===== src/rtl/slf_pkg.sv =====
// Shared types and constants for the substring line finder.
// Holds request/response payload structs, mode codes and cell control.
// No dependencies.
package slf_pkg;

    // Width of the offset and line counters.
    localparam int CNT_W = 20;
    // Default number of pattern cells.
    localparam int PATTERN_MAX_DEF = 32;

    localparam logic [CNT_W-1:0] CNT_MAX = '1;
    localparam logic [7:0] NEWLINE_BYTE = 8'h0A;

    // Request modes
    typedef enum logic [1:0] {
        MODE_PATTERN  = 2'd0,
        MODE_TEXT     = 2'd1,
        MODE_NEW_TEXT = 2'd2
    } mode_t;

    typedef struct packed {
        mode_t      mode;
        logic [7:0] char_value;
        logic [4:0] pattern_index;
    } req_t;

    typedef struct packed {
        logic [CNT_W-1:0] match_line;
        logic [CNT_W-1:0] match_offset;
    } rsp_t;

    // Per-cycle controls broadcast to every cell of the chain
    typedef struct packed {
        logic shift;   // move text bytes one cell down the chain
        logic rotate;  // rotate pattern bytes one cell around the ring
    } cell_ctrl_t;

endpackage


===== src/rtl/slf_cell.sv =====
// One cell of the matcher chain: a text window byte and a pattern byte.
// Compares its pattern byte with the text byte entering it.
// Depends on slf_pkg.
module slf_cell (
    input  logic                clk,
    input  slf_pkg::cell_ctrl_t ctrl,
    input  logic                wr_en,
    input  logic [7:0]          wr_data,
    input  logic [7:0]          win_in,
    input  logic [7:0]          pat_in,
    output logic [7:0]          win_out,
    output logic [7:0]          pat_out,
    output logic                eq
);
    import slf_pkg::*;

    logic [7:0] win_reg;
    logic [7:0] win_next;
    logic [7:0] pat_reg;
    logic [7:0] pat_next;

    // Shift the text byte in from the neighbor
    always_comb
    begin
        win_next = ctrl.shift ? win_in : win_reg;
    end

    // Write a pattern byte, or rotate it in from the neighbor
    always_comb
    begin
        if (wr_en)
        begin
            pat_next = wr_data;
        end
        else if (ctrl.rotate)
        begin
            pat_next = pat_in;
        end
        else
        begin
            pat_next = pat_reg;
        end
    end

    always_ff @(posedge clk)
    begin
        win_reg <= win_next;
        pat_reg <= pat_next;
    end

    // Compare against the byte that lands here on this shift
    assign eq      = (pat_reg == win_in);
    assign win_out = win_reg;
    assign pat_out = pat_reg;

endmodule


===== src/rtl/slf_rsp_buf.sv =====
// Response output register with one skid entry.
// Lets a new request in while a finished response waits downstream.
// Depends on slf_pkg.
module slf_rsp_buf (
    input  logic          clk,
    input  logic          rst_n,
    input  logic          res_valid,
    input  slf_pkg::rsp_t res_data,
    output logic          full,
    output logic          rsp_valid,
    input  logic          rsp_ready,
    output slf_pkg::rsp_t rsp_data
);
    import slf_pkg::*;

    logic out_valid_reg;
    logic out_valid_next;
    logic skid_valid_reg;
    logic skid_valid_next;
    rsp_t out_data_reg;
    rsp_t out_data_next;
    rsp_t skid_data_reg;
    rsp_t skid_data_next;
    logic pop;

    assign pop = out_valid_reg & rsp_ready;

    // Drain the skid entry first, else place a new response
    always_comb
    begin
        out_valid_next  = out_valid_reg;
        skid_valid_next = skid_valid_reg;
        out_data_next   = out_data_reg;
        skid_data_next  = skid_data_reg;
        if (skid_valid_reg)
        begin
            if (pop)
            begin
                out_data_next   = skid_data_reg;
                skid_valid_next = 1'b0;
            end
        end
        else if (res_valid)
        begin
            if (!out_valid_reg || pop)
            begin
                out_data_next  = res_data;
                out_valid_next = 1'b1;
            end
            else
            begin
                skid_data_next  = res_data;
                skid_valid_next = 1'b1;
            end
        end
        else if (pop)
        begin
            out_valid_next = 1'b0;
        end
    end

    always_ff @(posedge clk or negedge rst_n)
    begin
        if (!rst_n)
        begin
            out_valid_reg  <= 1'b0;
            skid_valid_reg <= 1'b0;
        end
        else
        begin
            out_valid_reg  <= out_valid_next;
            skid_valid_reg <= skid_valid_next;
        end
    end

    always_ff @(posedge clk)
    begin
        out_data_reg  <= out_data_next;
        skid_data_reg <= skid_data_next;
    end

    assign full      = skid_valid_reg;
    assign rsp_valid = out_valid_reg;
    assign rsp_data  = out_data_reg;

endmodule


===== src/rtl/substring_line_finder.sv =====
// Streaming exact substring matcher with line tracking, built as a chain of
// PATTERN_MAX cells that each hold one text window byte and one pattern byte.
// Depends on slf_pkg, slf_cell and slf_rsp_buf.
//
// Load pattern bytes with mode-0 requests, set pattern_length through cfg_we,
// then stream text one byte per request (mode 1); mode 2 restarts offset and
// line counting. Every occurrence (overlaps included) yields one response
// with the line and zero-based offset of its first byte. The pattern bytes
// sit in a ring that is rotated so each cell faces the right window byte for
// the current length, and the newline count inside the pattern is kept in a
// register. Both are rebuilt by a busy pass around the ring of PATTERN_MAX
// recount steps, then up to PATTERN_MAX-1 alignment steps, then leaving the
// pass. A pattern_length write starts this pass, and so does a pattern write
// that lands inside the active part of the pattern (past its first byte);
// other pattern writes start no pass. A length write during a pass restarts
// the pass. req_ready is low during that pass and while both response slots
// are full.
module substring_line_finder #(
    parameter int PATTERN_MAX = slf_pkg::PATTERN_MAX_DEF
) (
    input  logic          clk,
    input  logic          rst_n,
    input  logic          req_valid,
    output logic          req_ready,
    input  slf_pkg::req_t req_data,
    output logic          rsp_valid,
    input  logic          rsp_ready,
    output slf_pkg::rsp_t rsp_data,
    input  logic          cfg_we,
    input  logic [5:0]    cfg_wdata
);
    import slf_pkg::*;

    localparam int AW = (PATTERN_MAX > 1) ? $clog2(PATTERN_MAX) : 1;
    localparam int LW = $clog2(PATTERN_MAX + 1);
    localparam int DW = ((AW > 5) ? AW : 5) + 1;

    typedef enum logic [1:0] {
        ST_READY = 2'b01,
        ST_BUSY  = 2'b10
    } state_t;

    state_t           state_reg;
    state_t           state_next;
    logic [5:0]       pattern_length_reg;
    logic [5:0]       pattern_length_next;
    logic [AW-1:0]    align_reg;
    logic [AW-1:0]    align_next;
    logic [LW-1:0]    step_reg;
    logic [LW-1:0]    step_next;
    logic [LW-1:0]    nl_cnt_reg;
    logic [LW-1:0]    nl_cnt_next;
    logic [CNT_W-1:0] char_count_reg;
    logic [CNT_W-1:0] char_count_next;
    logic [CNT_W-1:0] line_count_reg;
    logic [CNT_W-1:0] line_count_next;

    logic             accept;
    logic             is_text;
    logic             is_pattern;
    logic             is_new_text;
    logic             skid_full;
    cell_ctrl_t       ctrl;
    logic             rotate_en;
    logic [LW-1:0]    len_eff;
    logic [AW-1:0]    target_align;
    logic             aligned;
    logic             count_done;
    logic             tap_counts;
    logic             idx_ok;
    logic             idx_in_use;
    logic [DW-1:0]    addr_diff;
    logic [AW-1:0]    wr_addr;
    logic [PATTERN_MAX-1:0] active;
    logic [PATTERN_MAX-1:0] eq;
    logic [PATTERN_MAX-1:0] wr_en;
    logic [7:0]       win_q [PATTERN_MAX];
    logic [7:0]       pat_q [PATTERN_MAX];
    logic             hit;
    logic             res_valid;
    rsp_t             res_data;

    assign accept = req_valid & req_ready;
    assign req_ready = (state_reg == ST_READY) & ~skid_full;

    // Decode the request mode
    always_comb
    begin
        is_text     = 1'b0;
        is_pattern  = 1'b0;
        is_new_text = 1'b0;
        unique case (req_data.mode)
            MODE_PATTERN:  is_pattern  = 1'b1;
            MODE_TEXT:     is_text     = 1'b1;
            MODE_NEW_TEXT: is_new_text = 1'b1;
            default:       is_text     = 1'b0;
        endcase
    end

    // Clamp the length to the chain size and derive the ring alignment
    always_comb
    begin
        if (32'(pattern_length_reg) > 32'(PATTERN_MAX))
        begin
            len_eff = LW'(PATTERN_MAX);
        end
        else
        begin
            len_eff = LW'(pattern_length_reg);
        end
        target_align = (len_eff == '0) ? '0 : AW'(len_eff - LW'(1));
    end

    assign aligned    = (align_reg == target_align);
    assign count_done = (step_reg == LW'(PATTERN_MAX));
    // Cell 0 holds pattern byte number align_reg; count it if past the first
    assign tap_counts = (align_reg != '0) && (LW'(align_reg) < len_eff)
                        && (pat_q[0] == NEWLINE_BYTE);

    // Map a pattern index onto the cell that holds it at this alignment
    always_comb
    begin
        idx_ok     = 32'(req_data.pattern_index) < 32'(PATTERN_MAX);
        idx_in_use = (req_data.pattern_index != '0)
                     && (32'(req_data.pattern_index) < 32'(len_eff));
        addr_diff  = DW'(align_reg) - DW'(req_data.pattern_index);
        if (addr_diff[DW-1])
        begin
            addr_diff = addr_diff + DW'(PATTERN_MAX);
        end
        wr_addr = AW'(addr_diff);
    end

    // Decode the pattern write and the active cell range
    always_comb
    begin
        for (int i = 0; i < PATTERN_MAX; i++)
        begin
            wr_en[i]  = accept && is_pattern && idx_ok && (wr_addr == AW'(i));
            active[i] = LW'(i) < len_eff;
        end
    end

    // Sequence the alignment and newline recount pass
    always_comb
    begin
        state_next          = state_reg;
        pattern_length_next = pattern_length_reg;
        align_next          = align_reg;
        step_next           = step_reg;
        nl_cnt_next         = nl_cnt_reg;
        rotate_en           = 1'b0;
        unique case (state_reg)
            ST_READY:
            begin
                if (cfg_we)
                begin
                    pattern_length_next = cfg_wdata;
                    state_next          = ST_BUSY;
                    step_next           = '0;
                    nl_cnt_next         = '0;
                end
                else if (accept && is_pattern && idx_ok && idx_in_use)
                begin
                    state_next  = ST_BUSY;
                    step_next   = '0;
                    nl_cnt_next = '0;
                end
            end
            ST_BUSY:
            begin
                if (cfg_we)
                begin
                    // Restart the pass for the new length
                    pattern_length_next = cfg_wdata;
                    step_next           = '0;
                    nl_cnt_next         = '0;
                end
                else if (!count_done)
                begin
                    rotate_en = 1'b1;
                    step_next = step_reg + LW'(1);
                    if (tap_counts)
                    begin
                        nl_cnt_next = nl_cnt_reg + LW'(1);
                    end
                end
                else if (!aligned)
                begin
                    rotate_en = 1'b1;
                end
                else
                begin
                    state_next = ST_READY;
                end
            end
            default:
            begin
                state_next = ST_READY;
            end
        endcase
        if (rotate_en)
        begin
            align_next = (align_reg == AW'(PATTERN_MAX - 1)) ? '0 : align_reg + AW'(1);
        end
    end

    assign ctrl = '{shift: accept & is_text, rotate: rotate_en};

    // Advance the offset and line counters, saturating at all ones
    always_comb
    begin
        char_count_next = char_count_reg;
        line_count_next = line_count_reg;
        if (accept && is_new_text)
        begin
            char_count_next = '0;
            line_count_next = CNT_W'(1);
        end
        else if (ctrl.shift)
        begin
            if (char_count_reg != CNT_MAX)
            begin
                char_count_next = char_count_reg + CNT_W'(1);
            end
            if ((req_data.char_value == NEWLINE_BYTE) && (line_count_reg != CNT_MAX))
            begin
                line_count_next = line_count_reg + CNT_W'(1);
            end
        end
    end

    always_ff @(posedge clk or negedge rst_n)
    begin
        if (!rst_n)
        begin
            state_reg          <= ST_READY;
            pattern_length_reg <= '0;
            align_reg          <= '0;
            step_reg           <= '0;
            nl_cnt_reg         <= '0;
            char_count_reg     <= '0;
            line_count_reg     <= CNT_W'(1);
        end
        else
        begin
            state_reg          <= state_next;
            pattern_length_reg <= pattern_length_next;
            align_reg          <= align_next;
            step_reg           <= step_next;
            nl_cnt_reg         <= nl_cnt_next;
            char_count_reg     <= char_count_next;
            line_count_reg     <= line_count_next;
        end
    end

    // Chain of cells: text shifts up from cell 0, pattern rotates as a ring
    for (genvar g = 0; g < PATTERN_MAX; g++)
    begin : g_cell
        logic [7:0] win_in;
        logic [7:0] pat_in;
        if (g == 0)
        begin : g_head
            assign win_in = req_data.char_value;
            assign pat_in = pat_q[PATTERN_MAX-1];
        end
        else
        begin : g_body
            assign win_in = win_q[g-1];
            assign pat_in = pat_q[g-1];
        end
        slf_cell u_cell (
            .clk     (clk),
            .ctrl    (ctrl),
            .wr_en   (wr_en[g]),
            .wr_data (req_data.char_value),
            .win_in  (win_in),
            .pat_in  (pat_in),
            .win_out (win_q[g]),
            .pat_out (pat_q[g]),
            .eq      (eq[g])
        );
    end

    // Combine the cell compares and form the response fields
    always_comb
    begin
        hit = (len_eff != '0) && (char_count_next >= CNT_W'(len_eff))
              && (&(eq | ~active));
        if (line_count_next == CNT_MAX)
        begin
            res_data.match_line = CNT_MAX;
        end
        else if (line_count_next > CNT_W'(nl_cnt_reg))
        begin
            res_data.match_line = line_count_next - CNT_W'(nl_cnt_reg);
        end
        else
        begin
            res_data.match_line = CNT_W'(1);
        end
        if (char_count_next == CNT_MAX)
        begin
            res_data.match_offset = CNT_MAX;
        end
        else
        begin
            res_data.match_offset = char_count_next - CNT_W'(len_eff);
        end
    end

    assign res_valid = ctrl.shift & hit;

    slf_rsp_buf u_rsp_buf (
        .clk       (clk),
        .rst_n     (rst_n),
        .res_valid (res_valid),
        .res_data  (res_data),
        .full      (skid_full),
        .rsp_valid (rsp_valid),
        .rsp_ready (rsp_ready),
        .rsp_data  (rsp_data)
    );

`ifndef SYNTHESIS
    // A length write always starts a recount pass
    a_cfg_busy: assert property (@(posedge clk) disable iff (!rst_n)
        cfg_we |=> (state_reg == ST_BUSY))
        else $error("length write did not start a recount pass");

    // The ring faces the window correctly whenever requests are taken
    a_aligned: assert property (@(posedge clk) disable iff (!rst_n)
        (state_reg == ST_READY) |-> aligned)
        else $error("pattern ring misaligned while ready");

    // Newlines counted exclude the first pattern byte
    a_nl_bound: assert property (@(posedge clk) disable iff (!rst_n)
        (state_reg == ST_READY) |-> ((nl_cnt_reg == '0) || (nl_cnt_reg < len_eff)))
        else $error("newline count exceeds pattern length");

    // A full skid entry must hold off new requests
    a_skid_stall: assert property (@(posedge clk) disable iff (!rst_n)
        skid_full |-> !req_ready)
        else $error("request taken with both response slots full");
`endif

endmodule


===== config.mk =====
export PLATFORM = sky130hd
export DESIGN_NAME = substring_line_finder
export DESIGN_NICKNAME = d
export VERILOG_FILES = /design/src/rtl/slf_pkg.sv /design/src/rtl/slf_cell.sv /design/src/rtl/slf_rsp_buf.sv /design/src/rtl/substring_line_finder.sv
export SDC_FILE = /design/constraint.sdc
export NUM_CORES = 1
export LEC_CHECK = 0
export ABC_AREA = 1
export BUFFER_PORTS_ARGS = -buffer_cell sky130_fd_sc_hd__buf_2
export CORE_MARGIN = 2
export CORE_UTILIZATION = 57
export DETAILED_ROUTE_END_ITERATION = 10
export PLACE_DENSITY = 0.83
export SLEW_MARGIN = 20
export SYNTH_ARGS = -nofsm -noshare
export SYNTH_HDL_FRONTEND = slang
export SYNTH_SLANG_ARGS = --single-unit

===== constraint.sdc =====
create_clock -name clk -period 8.8 [get_ports clk]
set_input_delay 0.88 -clock clk [delete_from_list [all_inputs] [get_ports clk]]
set_output_delay 0.88 -clock clk [all_outputs]
set_load 0.02 [all_outputs]

# Word level (Yosys, flattened, before mapping)
# Index checks and enable logic that the tools add are counted.
# classes
n_mul	0
magnitude_cmp	37
n_div	0
bitwise	9
shift	0
n_reduce_logical	94
n_mux	110
n_addsub	10
n_eq_ne	84
# op_table
op	n
8-bit 2-to-1 mux	64
8-bit == test	32
20-bit 2-to-1 mux	9
40-bit 2-to-1 mux	4
5-bit by 6-bit < comparator with 1-bit output (first input constant)	16
5-bit == test (second input constant)	17
2-bit nonzero test	36
4-bit by 6-bit < comparator with 1-bit output (first input constant)	8
6-bit 2-to-1 mux	8
1-bit logical AND	41
20-bit by 1-bit adder with 20-bit output (second input constant)	2
20-bit == test (second input constant)	2
5-bit by 4-bit == test with 1-bit output (second input constant)	8
20-bit inequality test (second input constant)	2
20-bit by 6-bit subtractor with 20-bit output	2
32-bit inverter	1
32-bit bitwise OR	1
32-bit AND reduction	1
3-bit by 6-bit < comparator with 1-bit output (first input constant)	4
6-bit one-hot mux with 2 select lines	2
5-bit by 3-bit == test with 1-bit output (second input constant)	4
20-bit by 6-bit greater-or-equal comparator with 1-bit output	1
20-bit by 6-bit greater-than comparator with 1-bit output	1
8-bit by 4-bit == test with 1-bit output (second input constant)	2
35 further kinds	76
# totals
output_inout_bits	42
ff_bits	651
wordCells	420
mem_count	0
mem_bits_rw	0
rom_bits	0
in_bits	26
latch_bits	0

# Depth between registers and ports, before layout
# depth
word_depth	12
mapped_depth	29
ltp_nobuf	27

# Modules after synthesis
# From an unflattened synthesis, not the netlist that was laid out.
# unflattened
hier_cells	4098
area_unflattened_um2	33885.0
# by_module_without_submodules
module	cells_per_inst	seq_area_each_um2	area_each_um2	instances
slf_cell	87	480.5	750.7	32
substring_line_finder	1087	1629.1	6809.0	1
slf_rsp_buf	227	2452.4	3052.9	1

# Least setup slack after synthesis
# OpenSTA, ideal clock, no wires.
# synth_timing
path_kind	input port to flip-flop
start	input port req_data[13] in the netlist's numbering
end	register u_rsp_buf.skid_data_reg[0] in the netlist's numbering, enable pin
path_slack_ns	0.190
path_buffers	1
setup_time_ns	0.487
stages	13
t_arrival_ns	8.123
t_required_ns	8.313
path_cell_list	inv_1 -> nor2_2 -> nand3_4 -> clkinv_1 -> buf_2 -> o211ai_1 -> nand2_1 -> nor2_2 -> nand2_1 -> nor2_1 -> nand2_1 -> nand2_1 -> nor3_1
# synth_between
elab_chain_cells	10
elab_cells_between_ends	13
cone_classes	order compare (1); eq/ne (2); mux (4); bitwise (2); reduce/logical (4)
# synth_rtl
item	line_no	text
start, declared	substring_line_finder.sv:25	input slf_pkg::req_t req_data,
2-bit by 1-bit == test with 1-bit output	substring_line_finder.sv:92	unique case (req_data.mode)
1-bit 2-to-1 mux	substring_line_finder.sv:92	
1-bit bitwise AND	substring_line_finder.sv:208	assign ctrl = '{shift: accept & is_text, rotate: rotate_en};
20-bit 2-to-1 mux	substring_line_finder.sv:220	else if (ctrl.shift)
20-bit 2-to-1 mux	substring_line_finder.sv:215	if (accept && is_new_text)
20-bit by 6-bit greater-or-equal comparator with 1-bit output	substring_line_finder.sv:288	hit = (len_eff != '0) && (char_count_next >= CNT_W'(len_eff))
1-bit logical AND	substring_line_finder.sv:288	
1-bit logical AND	substring_line_finder.sv:289	&& (&(eq | ~active));
1-bit bitwise AND (*)	substring_line_finder.sv:312	assign res_valid = ctrl.shift & hit;
3-bit AND reduction (no line) (*)	--	
end signal, assigned	slf_rsp_buf.sv:79	skid_data_reg <= skid_data_next;
end, declared	slf_rsp_buf.sv:22	rsp_t skid_data_reg;
# Mark *: on every way between the ends. The rest lies on a longest branch, timed or not.
# A chain may end at the register's enable or synchronous reset.

# Final worst setup path
# layout_timing
start	register state_reg[0]
end	register u_rsp_buf.out_data_reg, in the netlist u_rsp_buf.rsp_data[27], enable pin
# layout_between
elab_chain_cells	12
elab_cells_between_ends	13
cone_classes	order compare (1); eq/ne (1); mux (2); bitwise (4); reduce/logical (5)
# layout_rtl
item	line_no	text
start, declared	substring_line_finder.sv:43	state_t state_reg;
start signal, assigned	substring_line_finder.sv:247	state_reg <= state_next;
2-bit by 1-bit == test with 1-bit output (*)	substring_line_finder.sv:84	assign req_ready = (state_reg == ST_READY) & ~skid_full;
1-bit bitwise AND (*)	substring_line_finder.sv:84	
1-bit bitwise AND (*)	substring_line_finder.sv:83	assign accept = req_valid & req_ready;
1-bit bitwise AND	substring_line_finder.sv:208	
20-bit 2-to-1 mux	substring_line_finder.sv:220	
20-bit 2-to-1 mux (*)	substring_line_finder.sv:215	
via char_count_next[1]	substring_line_finder.sv:54	logic [CNT_W-1:0] char_count_next;
20-bit by 6-bit greater-or-equal comparator with 1-bit output (*)	substring_line_finder.sv:288	
1-bit logical AND (*)	substring_line_finder.sv:288	
1-bit logical AND (*)	substring_line_finder.sv:289	
1-bit bitwise AND (*)	substring_line_finder.sv:312	
2-bit nonzero test (no line) (*)	--	
3-bit AND reduction (no line) (*)	--	
end signal, assigned	slf_rsp_buf.sv:78	out_data_reg <= out_data_next;
end, declared	slf_rsp_buf.sv:20	rsp_t out_data_reg;
# The timed path passes the listed nets; every way through them passes the cells marked *.

==> flow_metrics.py <==
metrics = {
    "run_status": {
        "status": "completed",
    },
    "power_and_ir_drop": {
        "peakVddDrop_uv": 194,
        "clkPwrFrac": 0.392,
        "p_leak_nw": 13.7,
        "swShare": 0.264,
        "p_comb_frac": 0.124,
        "switchingPower_mw": 1.90,
        "seq_power_share": 0.484,
        "power_density_mw_per_mm2": 209,
        "internal_power_mw": 5.31,
    },
    "setup_path": {
        "endpoint_kind": "flip-flop",
        "arrival_ps": 5520,
        "required_ps": 9110,
        "r2r-end": "u_rsp_buf.rsp_data[27]$_DFFE_PP_",
        "r2r_cells": 18,
        "timing.rr.start": "state_reg[0]$_DFFE_PN1P_",
        "crit_fanout": 128,
        "r2r_slack_ps": 3580,
        "worstSetupPathType": "flip-flop to flip-flop",
        "worstSetupStartpointType": "flip-flop",
    },
    "synth": {
        "synth_cells": 2982,
        "avgSynthCellArea_um2": 10.5,
        "synth_area_leader_cell": "edfxtp_1",
        "synthDistinctLibCells": 61,
        "yosysTopAreaCellShare": 0.560,
        "synthFlopType": "edfxtp_1",
        "async_flop_share": 0.103,
        "syn_nets": 3046,
        "synthTopCellsByArea": "edfxtp_1 (56%), nand2_1 (9.8%), xor2_1 (5.2%), dfrtp_1 (5.2%), o21ai_0 (4.7%)",
        "synth-seq-cells": 651,
        "ys_warn_count": 0,
        "synth_edf_count": 584,
        "syn_area_mm2": 0.0313,
        "synth_seq_area_share": 0.614,
    },
    "routing": {
        "wl_um": 76400,
        "drt_iter0_markers": 2621,
        "antenna_left": 0,
        "vias_per_cell": 5.89,
        "wl_per_cell_um": 20.1,
        "remaining_drc_errors": 0,
        "first_pass_iters": 8,
        "routed-via-count": 22400,
    },
    "timing": {
        "finalWorstSetupSlack_ps": 3580,
        "worst_hold_slack_ps": 464,
        "fmax_ghz": 0.192,
        "rsz0062_at_grt": "false",
        "fin_worst_skew_ps": 18.0,
        "fin_crit_sh": 0.593,
        "slew_violations": 0,
        "fin_crit_ps": 5220,
        "slew_headroom": 0.328,
        "worstMarginPinSlew_ps": 1010,
        "final.setup.tns_ps": 0,
        "setup_viol": 0,
        "hold_viol": 0,
    },
    "clock_network": {
        "worstSkewPairLatency_ps": 610,
        "cts_tree": "yes",
        "htree_levels": 3,
        "cts_resized": 0,
        "cts_made_buffers": 69,
        "path_clk_slew_ps": 60,
        "numClockSinks": 651,
        "clk_path_buf_depth": 3,
        "ctsHoldBuffers": 0,
        "cts_setup_buffers": 0,
        "cts_root_buffer": "clkbuf_16",
    },
    "global_route": {
        "grt_max_degree": 129,
        "grtUsageTotal": 0.270,
        "grt-ovfl-total": 0,
        "grt_pass1_wl_um": 119000,
        "use_met1": 0.355,
        "busiest_layer": "met2",
        "grtUsageMet2": 0.441,
        "met3_usage": 0.0600,
        "grt_pass1_vias": 21900,
        "grt_antenna_before_repair": 7,
    },
    "layout": {
        "drive_above_1_share": 0.110,
        "finalNonFillerCells": 3804,
        "nets": 3119,
        "largest_register_ffs": 256,
        "synthToLayoutAreaGrowth_pct": 10.1,
    },
    "min_path": {
        "whs_path_depth": 0,
        "holdPathEnd": "g_cell[28].u_cell.win_out[6]$_DFFE_PN_",
        "min_from": "g_cell[27].u_cell.win_out[6]$_DFFE_PN_",
        "worstHoldPathType": "flip-flop to flip-flop",
    },
    "die": {
        "core_region_area_mm2": 0.0540,
        "row_count": 85,
        "pin_count": 68,
        "die_area_mm2": 0.0568,
        "fp.dieH_um": 238,
        "initial_core_util": 0.580,
        "die_x_um": 238,
    },
    "job": {
        "drv_cap": 0,
    },
    "placement": {
        "dp_hpwl_um": 52000,
        "pre_cts_ws_ps": 3070,
        "gp_congestion": 0.929,
        "place_inst": 3679,
        "numPortBuffers": 67,
    },
}
metrics by stage:
stage / util / power (mW) / area [µm²]
2_1_floorplan: - / 4.12 / 31300
3_3_place_gp: 0.598 / 4.36 / 32300
3_5_place_dp: 0.598 / 4.41 / 32300
4_1_cts: 0.638 / 7.20 / 34500
5_1_grt: 0.638 / 7.44 / 34500
6_report: 0.638 / 7.21 / 34500
worst max path at each step:
stage / startpoint / end / slack (ps)
final: state_reg[0]$_DFFE_PN1P_ / u_rsp_buf.rsp_data[27]$_DFFE_PP_ / 3580
after global routing: state_reg[0]$_DFFE_PN1P_ / u_rsp_buf.skid_data_reg[20]$_DFFE_PP_ / 3240
after CTS: state_reg[0]$_DFFE_PN1P_ / u_rsp_buf.rsp_data[33]$_DFFE_PP_ / 3260
after detailed placement: req_data[13] / u_rsp_buf.rsp_data[28]$_DFFE_PP_ / 3070
after global placement: req_data[13] / u_rsp_buf.rsp_data[28]$_DFFE_PP_ / 3170
after floorplan: req_data[13] / u_rsp_buf.skid_data_reg[0]$_DFFE_PP_ / 190
power groups by stage:
stage	combinational, mW	sequential, mW	clock [mW]
2_1_floorplan	0.606	3.52	0
3_5_place_dp	0.861	3.55	0
6_report	0.896	3.49	2.82
5_1_grt	0.979	3.49	2.97
3_3_place_gp	0.817	3.54	0
4_1_cts	0.869	3.48	2.85
layer usage:
layer  up-vias  wire, µm
met4        12      2840
met3       231      7750
met2      1194     35800
met1     10700     29900
met5         -        79
li1      10300         -
placed cells by master, fill, tap and decap left out, types with 35 or more instances in the layout:
master / n
nand2_1: 815
edfxtp_1: 584
o21ai_0: 297
nor2_1: 206
inv_1: 187
xor2_1: 186
nand3_1: 106
xnor2_1: 75
clkbuf_16: 71
buf_2: 67
dfrtp_1: 64
nand4_1: 62
a21oi_1: 49
or2_2: 37
ha_1: 35
critical path, stage by stage, from the launching register on:
cell and delay [ps]:
dfstp_2 550, ha_1 240, inv_2 100, nor2_8 130
nand3_4 270, inv_8 710, nand2_1 230, or2_2 330
nand3_1 130, inv_1 110, ha_1 290, nand2_1 70
or3b_2 470, nor3_1 210, nor2_1 70, nand2_1 70
nand2_1 130, a21oi_4 470, buf_16 240
final cells by class:
class                   instances  area (µm²)
inverters                     213         810
flip-flops and latches        651       19200
fillers                      4013       19500
multi-input cells            2035       10900
clock buffers                  91        1880
diodes                          1        2.50
well taps                     696         871
repair buffers                 85         494
clock inverters                32         280
logic make-up after synthesis:
family,Yosys count,synth area share
AO/OA/AOI/OAI,382,0.0638
XOR/XNOR,265,0.0751
adder cells (fa/ha/maj),38,0.0159
buffers and inverters,296,0.0377
flip-flops,651,0.614
multiplexers,2,0.000719
AND/OR/NAND/NOR,1348,0.193
Yosys cell counts, types with 50 or more instances:
master	count
o21ai_0	297
a21oi_1	50
nand4_1	62
dfrtp_1	65
xor2_1	186
nor2_1	206
xnor2_1	75
nand2_1	815
clkbuf_1	64
edfxtp_1	584
inv_1	187
nand3_1	106
(Power assumes the default switching activity.)
